==> config.mk <==
export PLATFORM = sky130hd
export DESIGN_NAME = binary_to_bcd_converter
export DESIGN_NICKNAME = d
export VERILOG_FILES = /design/src/rtl/core/b2bcd_pkg.sv /design/src/rtl/core/binary_to_bcd_converter.sv /design/src/rtl/core/b2bcd_ctrl.sv /design/src/rtl/core/b2bcd_datapath.sv
export SDC_FILE = /design/constraint.sdc
export NUM_CORES = 2
export LEC_CHECK = 0
export BUFFER_PORTS_ARGS = -buffer_cell sky130_fd_sc_hd__clkbuf_2
export CAP_MARGIN = 10
export CORE_MARGIN = 2
export CORE_UTILIZATION = 50
export DETAILED_ROUTE_END_ITERATION = 8
export PLACE_DENSITY = 0.65
export SLEW_MARGIN = 25
export SYNTH_ARGS = -nofsm -noshare
export SYNTH_HDL_FRONTEND = slang
export SYNTH_SLANG_ARGS = --single-unit
==> constraint.sdc <==
create_clock -name clk -period 3.48 [get_ports clk]
set_input_delay 0.174 -clock clk [delete_from_list [all_inputs] [get_ports clk]]
set_output_delay 0.174 -clock clk [all_outputs]
set_load 0.01 [all_outputs]
==> src/rtl/core/b2bcd_pkg.sv <==
// Shared types, sizes and helpers for the binary to BCD converter.
// No dependencies; used by b2bcd_ctrl, b2bcd_datapath and the top level.
`timescale 1ns / 1ps
`default_nettype none

package b2bcd_pkg;

	// Sizing of the stores
	localparam int MaxBytes  = 16;
	localparam int BcdBytes  = 3 * MaxBytes;
	localparam int BcdW      = 8 * BcdBytes;
	localparam int IdxW      = (MaxBytes > 1) ? $clog2(MaxBytes) : 1;
	localparam int CountW    = $clog2(MaxBytes + 1);
	localparam int StepW     = CountW + 3;
	localparam int RemW      = $clog2(BcdBytes + 1);
	// Leading zero bytes are dropped this many at a time when possible
	localparam int SkipBytes = (BcdBytes >= 5) ? 4 : 1;

	typedef enum logic [1:0] {
		ST_IDLE,
		ST_STEP,
		ST_SKIP,
		ST_EMIT
	} state_t;

	// Controller to datapath commands
	typedef struct packed {
		logic load;
		logic start_conv;
		logic step;
		logic finish;
		logic skip_wide;
		logic skip_one;
		logic emit;
	} cmd_t;

	// Datapath to controller status
	typedef struct packed {
		logic last_step;
		logic wide_zero;
		logic top_zero;
		logic rem_wide;
		logic rem_multi;
		logic rem_one;
	} status_t;

	// Add 3 to a BCD digit of 5 or more
	function automatic logic [3:0] add3(input logic [3:0] d);
		return (d >= 4'd5) ? (d + 4'd3) : d;
	endfunction

endpackage

`default_nettype wire

==> src/rtl/core/binary_to_bcd_converter.sv <==
// Binary to packed BCD converter (double dabble), top level; needs b2bcd_pkg, ctrl, datapath.
// Bytes not marked last are only stored; after the last byte the held bits are shifted in
// one per step, leading zero bytes are dropped, then one result beat per cycle, with valid
// registered behind the emit. Throughput: busy stays high until the final beat is issued,
// so the next number may start while that beat is on the ports; the receiver cannot stall.
// Reset (arst_n low) empties the byte store, stops any conversion and clears valid.
`timescale 1ns / 1ps
`default_nettype none

module binary_to_bcd_converter (
	input  wire        clk,
	input  wire        arst_n,
	input  wire        start,
	output logic       busy,
	input  wire  [7:0] data_byte,
	input  wire        last_byte,
	output logic [7:0] bcd_pair,
	output logic       last_pair,
	output logic       valid
);

	b2bcd_pkg::cmd_t    cmd;
	b2bcd_pkg::status_t status;

	b2bcd_ctrl u_ctrl (
		.clk       (clk),
		.arst_n    (arst_n),
		.start     (start),
		.last_byte (last_byte),
		.status    (status),
		.cmd       (cmd),
		.busy      (busy)
	);

	b2bcd_datapath u_datapath (
		.clk       (clk),
		.arst_n    (arst_n),
		.cmd       (cmd),
		.data_byte (data_byte),
		.status    (status),
		.bcd_pair  (bcd_pair),
		.last_pair (last_pair),
		.valid     (valid)
	);

endmodule

`default_nettype wire

==> src/rtl/core/b2bcd_ctrl.sv <==
// Controller state machine for the binary to BCD converter.
// Depends on b2bcd_pkg; drives commands into b2bcd_datapath.
`timescale 1ns / 1ps
`default_nettype none

module b2bcd_ctrl (
	input  wire                   clk,
	input  wire                   arst_n,
	input  wire                   start,
	input  wire                   last_byte,
	input  b2bcd_pkg::status_t    status,
	output b2bcd_pkg::cmd_t       cmd,
	output logic                  busy
);

	b2bcd_pkg::state_t state_q;
	b2bcd_pkg::state_t state_d;

	// State register
	always_ff @(posedge clk or negedge arst_n) begin
		if (!arst_n) begin
			state_q <= b2bcd_pkg::ST_IDLE;
		end else begin
			state_q <= state_d;
		end
	end

	// Next state and commands
	always_comb begin
		state_d = state_q;
		cmd     = '0;
		busy    = (state_q != b2bcd_pkg::ST_IDLE);
		unique case (state_q)
			b2bcd_pkg::ST_IDLE: begin
				if (start) begin
					cmd.load = 1'b1;
					if (last_byte) begin
						cmd.start_conv = 1'b1;
						state_d        = b2bcd_pkg::ST_STEP;
					end
				end
			end
			b2bcd_pkg::ST_STEP: begin
				cmd.step = 1'b1;
				if (status.last_step) begin
					cmd.finish = 1'b1;
					state_d    = b2bcd_pkg::ST_SKIP;
				end
			end
			b2bcd_pkg::ST_SKIP: begin
				// drop leading zero bytes, keep at least one
				if (status.wide_zero && status.rem_wide) begin
					cmd.skip_wide = 1'b1;
				end else if (status.top_zero && status.rem_multi) begin
					cmd.skip_one = 1'b1;
				end else begin
					cmd.emit = 1'b1;
					state_d  = status.rem_one ? b2bcd_pkg::ST_IDLE : b2bcd_pkg::ST_EMIT;
				end
			end
			b2bcd_pkg::ST_EMIT: begin
				cmd.emit = 1'b1;
				if (status.rem_one) begin
					state_d = b2bcd_pkg::ST_IDLE;
				end
			end
			default: begin
				state_d = b2bcd_pkg::ST_IDLE;
			end
		endcase
	end

endmodule

`default_nettype wire

==> src/rtl/core/b2bcd_datapath.sv <==
// Datapath for the binary to BCD converter: byte store, shift-and-add-3
// register, step and output counters, result registers. Depends on b2bcd_pkg.
`timescale 1ns / 1ps
`default_nettype none

module b2bcd_datapath (
	input  wire                   clk,
	input  wire                   arst_n,
	input  b2bcd_pkg::cmd_t       cmd,
	input  wire  [7:0]            data_byte,
	output b2bcd_pkg::status_t    status,
	output logic [7:0]            bcd_pair,
	output logic                  last_pair,
	output logic                  valid
);

	logic [7:0]                      bin_mem [b2bcd_pkg::MaxBytes];
	logic [b2bcd_pkg::CountW-1:0]    bytes_q;
	logic [b2bcd_pkg::StepW-1:0]     step_q;
	logic [b2bcd_pkg::BcdW-1:0]      bcd_q;
	logic [b2bcd_pkg::RemW-1:0]      rem_q;
	logic [7:0]                      pair_q;
	logic                            last_q;
	logic                            valid_q;

	logic                            room;
	logic [b2bcd_pkg::StepW-1:0]     total_steps;
	logic [b2bcd_pkg::StepW-1:0]     step_next;
	logic [7:0]                      cur_byte;
	logic                            cur_bit;
	logic [b2bcd_pkg::BcdW-1:0]      adj;

	assign room        = (bytes_q < b2bcd_pkg::CountW'(b2bcd_pkg::MaxBytes));
	assign total_steps = {bytes_q, 3'b000};
	assign step_next   = step_q + 1'b1;
	assign cur_byte    = bin_mem[step_q[3 +: b2bcd_pkg::IdxW]];
	assign cur_bit     = cur_byte[3'd7 - step_q[2:0]];

	// Add 3 to every digit of 5 or more
	always_comb begin
		for (int i = 0; i < 2 * b2bcd_pkg::BcdBytes; i++) begin
			adj[4*i +: 4] = b2bcd_pkg::add3(bcd_q[4*i +: 4]);
		end
	end

	// Store incoming bytes while there is room
	always_ff @(posedge clk) begin
		if (cmd.load && room) begin
			bin_mem[bytes_q[b2bcd_pkg::IdxW-1:0]] <= data_byte;
		end
	end

	// Byte count: advance on a stored beat, drop after conversion
	always_ff @(posedge clk or negedge arst_n) begin
		if (!arst_n) begin
			bytes_q <= '0;
		end else if (cmd.finish) begin
			bytes_q <= '0;
		end else if (cmd.load && room) begin
			bytes_q <= bytes_q + 1'b1;
		end
	end

	// Step counter over the input bits
	always_ff @(posedge clk or negedge arst_n) begin
		if (!arst_n) begin
			step_q <= '0;
		end else if (cmd.start_conv) begin
			step_q <= '0;
		end else if (cmd.step) begin
			step_q <= step_next;
		end
	end

	// BCD register: clear, shift-and-add-3, then shift out by bytes
	always_ff @(posedge clk or negedge arst_n) begin
		if (!arst_n) begin
			bcd_q <= '0;
		end else if (cmd.start_conv) begin
			bcd_q <= '0;
		end else if (cmd.step) begin
			bcd_q <= {adj[b2bcd_pkg::BcdW-2:0], cur_bit};
		end else if (cmd.skip_wide) begin
			bcd_q <= bcd_q << (8 * b2bcd_pkg::SkipBytes);
		end else if (cmd.skip_one || cmd.emit) begin
			bcd_q <= bcd_q << 8;
		end
	end

	// Bytes of the BCD register not yet dropped or sent
	always_ff @(posedge clk or negedge arst_n) begin
		if (!arst_n) begin
			rem_q <= '0;
		end else if (cmd.start_conv) begin
			rem_q <= b2bcd_pkg::RemW'(b2bcd_pkg::BcdBytes);
		end else if (cmd.skip_wide) begin
			rem_q <= rem_q - b2bcd_pkg::RemW'(b2bcd_pkg::SkipBytes);
		end else if (cmd.skip_one || cmd.emit) begin
			rem_q <= rem_q - 1'b1;
		end
	end

	// Result beat registers
	always_ff @(posedge clk or negedge arst_n) begin
		if (!arst_n) begin
			valid_q <= 1'b0;
		end else begin
			valid_q <= cmd.emit;
		end
	end

	always_ff @(posedge clk) begin
		if (cmd.emit) begin
			pair_q <= bcd_q[b2bcd_pkg::BcdW-1 -: 8];
			last_q <= (rem_q == b2bcd_pkg::RemW'(1));
		end
	end

	// Status back to the controller
	assign status.last_step = (step_next == total_steps);
	assign status.wide_zero = (bcd_q[b2bcd_pkg::BcdW-1 -: 8*b2bcd_pkg::SkipBytes] == '0);
	assign status.top_zero  = (bcd_q[b2bcd_pkg::BcdW-1 -: 8] == 8'd0);
	assign status.rem_wide  = (rem_q > b2bcd_pkg::RemW'(b2bcd_pkg::SkipBytes));
	assign status.rem_multi = (rem_q > b2bcd_pkg::RemW'(1));
	assign status.rem_one   = (rem_q == b2bcd_pkg::RemW'(1));

	assign bcd_pair  = pair_q;
	assign last_pair = last_q;
	assign valid     = valid_q;

endmodule

`default_nettype wire

==> reports/metrics.csv <==
metric,value,unit
n_fill_cell,5896,
antenna_left,0,
die_height,264,um
synth_ff_type,dfrtp_1,
cts-buffers-inserted,61,
ys_ff_latch,543,
status,completed,
post-dp-hpwl,59100,um
crit_type,reg -> reg,
vias,27600,
synth_edf_count,137,
fin_skew,31.4,ps
antenna_found_initial,0,
grtUsageTotal,26.0,%
yosysSeqAreaShare,42.1,%
die_w,264,um
netlist_instances,3610,
cts_sinks,543,
dieArea,69900,um^2
via_per_inst,6.19,
rows,95,
critPathLaunchType,flip-flop,
drt_first_iter_violations,2571,
period_minus_slack,2870,ps
routed_wl,92200,um
clk_latency,660,ps
ys_types,55,
core-area,67200,um^2
power,33.2,mW
root_buffer,clkbuf_16,
syn_nets,3832,
hp-class,in -> reg,
gp_congestion,0.817,
crit_fanout,78,
grt_first_pass_wirelength,148000,um
portBuffers,22,
ios,23,
report.final.slew_viol_count,0,
pwr_density_cell,890,nW/um^2
first_pass_iters,6,
required,3960,ps
synth-async-reset-ratio,74.8,%
drc,0,
max-clock-path-buffers,3,
grt_setup_unrepaired,no,
clk_pin_slew,60,ps
finalNetCount,3763,
tightestPinTransition,902,ps
final_common_cell,a21oi_1,
start_util,50.5,%
gr-total-overflow,0,
grt_max_degree,188,
final-hold-violation-count,0,
p_leak,13.9,nW
end_kind,flip-flop,
wl_per_cell,20.6,um
cap_violations,0,
yosysWarnings,0,
grt_pass1_vias,26000,
cp.arrival,3350,ps
max_freq,0.348,GHz
synthToLayoutAreaGrowth,9.83,%
htreeDepth,2,
setup_viol,0,
peakVddDrop,597,uV
relSlewSlack,39.9,%
drive_gt1_share,5.76,%
finalCritPeriodShare,82.6,%
synthesis.area,33900,um^2
syn_avg_cell_area,9.39,um^2
layout_common_cells,"433 x a21oi_1, 405 x dfrtp_1, 335 x nor2_1",
cts_tree,built,
fin_setup_tns,0,ps
diodes,0,
cts_setup_buffers,0,
==> timing repair <==
item / CTS / global route
endpoints found under the hold margin: 204 / 0
hold buffers: 10 / 0
resized for setup: 0 / 0
==> per-layer routing <==
metal | GRT usage, % | wire length (um)
met3 | 2.69 | 4540
met4 | 6.71 | 1790
met2 | 40.5 | 42500
met5 | 0 | 0
met1 | 38.7 | 43400
==> synth_stat cells, types with 57 or more instances <==
| master | instances | area share, % |
|---|---|---|
| ha_1 | 210 | 7.7 |
| edfxtp_1 | 137 | 12 |
| a21oi_1 | 435 | 6.4 |
| dfrtp_1 | 406 | 30 |
| o21ai_1 | 70 | 1.0 |
| xnor2_1 | 103 | 2.7 |
| nor2b_1 | 95 | 1.8 |
| mux2i_1 | 184 | 5.4 |
| a22oi_1 | 101 | 2.2 |
| o21ai_0 | 241 | 3.6 |
| o221ai_1 | 178 | 4.6 |
| inv_1 | 208 | 2.3 |
| nor2_1 | 335 | 3.7 |
| a32oi_1 | 89 | 2.3 |
| o31ai_1 | 94 | 2.1 |
| nor3_1 | 57 | 0.84 |
| nand2_1 | 212 | 2.3 |
| clkbuf_1 | 145 | 1.6 |
==> power by group <==
part | internal [mW] | switching, mW
clock | 4.20 | 2.82
combinational | 5.84 | 8.62
sequential | 8.41 | 3.27
==> worst paths after layout <==
| check | endpoint | slack, ps | start | depth (start not counted) |
|---|---|---|---|---|
| min reg2reg | u_datapath.step_q[7]$_DFFE_PN0P_ | 510 | u_datapath.step_q[7]$_DFFE_PN0P_ | 1 |
| min | u_datapath.rem_q[5]$_DFFE_PN0P_ | 30 | last_byte | 3 |
| max in group asynchronous | u_datapath.bcd_q[204]$_DFFE_PN0P_ | 2330 | arst_n | 3 |
| max | u_datapath.bcd_q[286]$_DFFE_PN0P_ | 610 | u_datapath.bcd_q[380]$_DFFE_PN0P_ | 9 |
| max reg2reg | u_datapath.bcd_q[286]$_DFFE_PN0P_ | 610 | u_datapath.bcd_q[380]$_DFFE_PN0P_ | 9 |
| min in group asynchronous | u_datapath.bcd_q[14]$_DFFE_PN0P_ | 100 | arst_n | 2 |
==> cell type report <==
type	count	area, um^2	share of cell area, %
flip-flops and latches	543	14300	38.3
multi-input cells	2645	18000	48.2
inverters	208	788	2.12
repair buffers	82	912	2.45
clock buffers	91	1810	4.86
well taps	873	1090	2.93
clock inverters	24	398	1.07
==> critical path, cell delays in order (launching register included) <==
cell and delay (ps):
dfrtp_1 440, inv_1 110, ha_1 140, nor4b_1 210
nand3b_1 310, nor4_4 450, buf_12 250, buf_12 340
mux2i_1 240, o221ai_1 130
==> through the flow <==
step | worst slack (ps) | hold WS, ps | instances | instance area (um^2) | utilization (%)
after floorplan | 930 | -122 | 3610 | 33900 | -
after global placement | 702 | 216 | 4341 | 34900 | 52.0
after detailed placement | 651 | 217 | 4341 | 34900 | 52.0
after CTS | 642 | 12.2 | 4466 | 37200 | 55.4
after global routing | 446 | 53.6 | 4466 | 37200 | 55.5
final | 607 | 26.3 | 4466 | 37200 | 55.5
==> flip-flops by register name, indices dropped and copies added (netlist names) <==
register              cells
u_ctrl.state_q            2
u_datapath.bcd_pair       8
u_datapath.bcd_q        384
u_datapath.bin_mem      128
u_datapath.bytes_q        5
u_datapath.last_pair      1
u_datapath.rem_q          6
u_datapath.step_q         8
u_datapath.valid          1
==> cell families after synthesis <==
| logic type | share of synthesized area (%) |
|---|---|
| fa+ha+maj | 7.75 |
| xor+xnor | 2.88 |
| compound gates | 23.3 |
| flops | 42.1 |
| buf+inv | 5.05 |
| simple gates | 11.8 |
| mux | 7.06 |
Power figures use the tool's default switching activity.
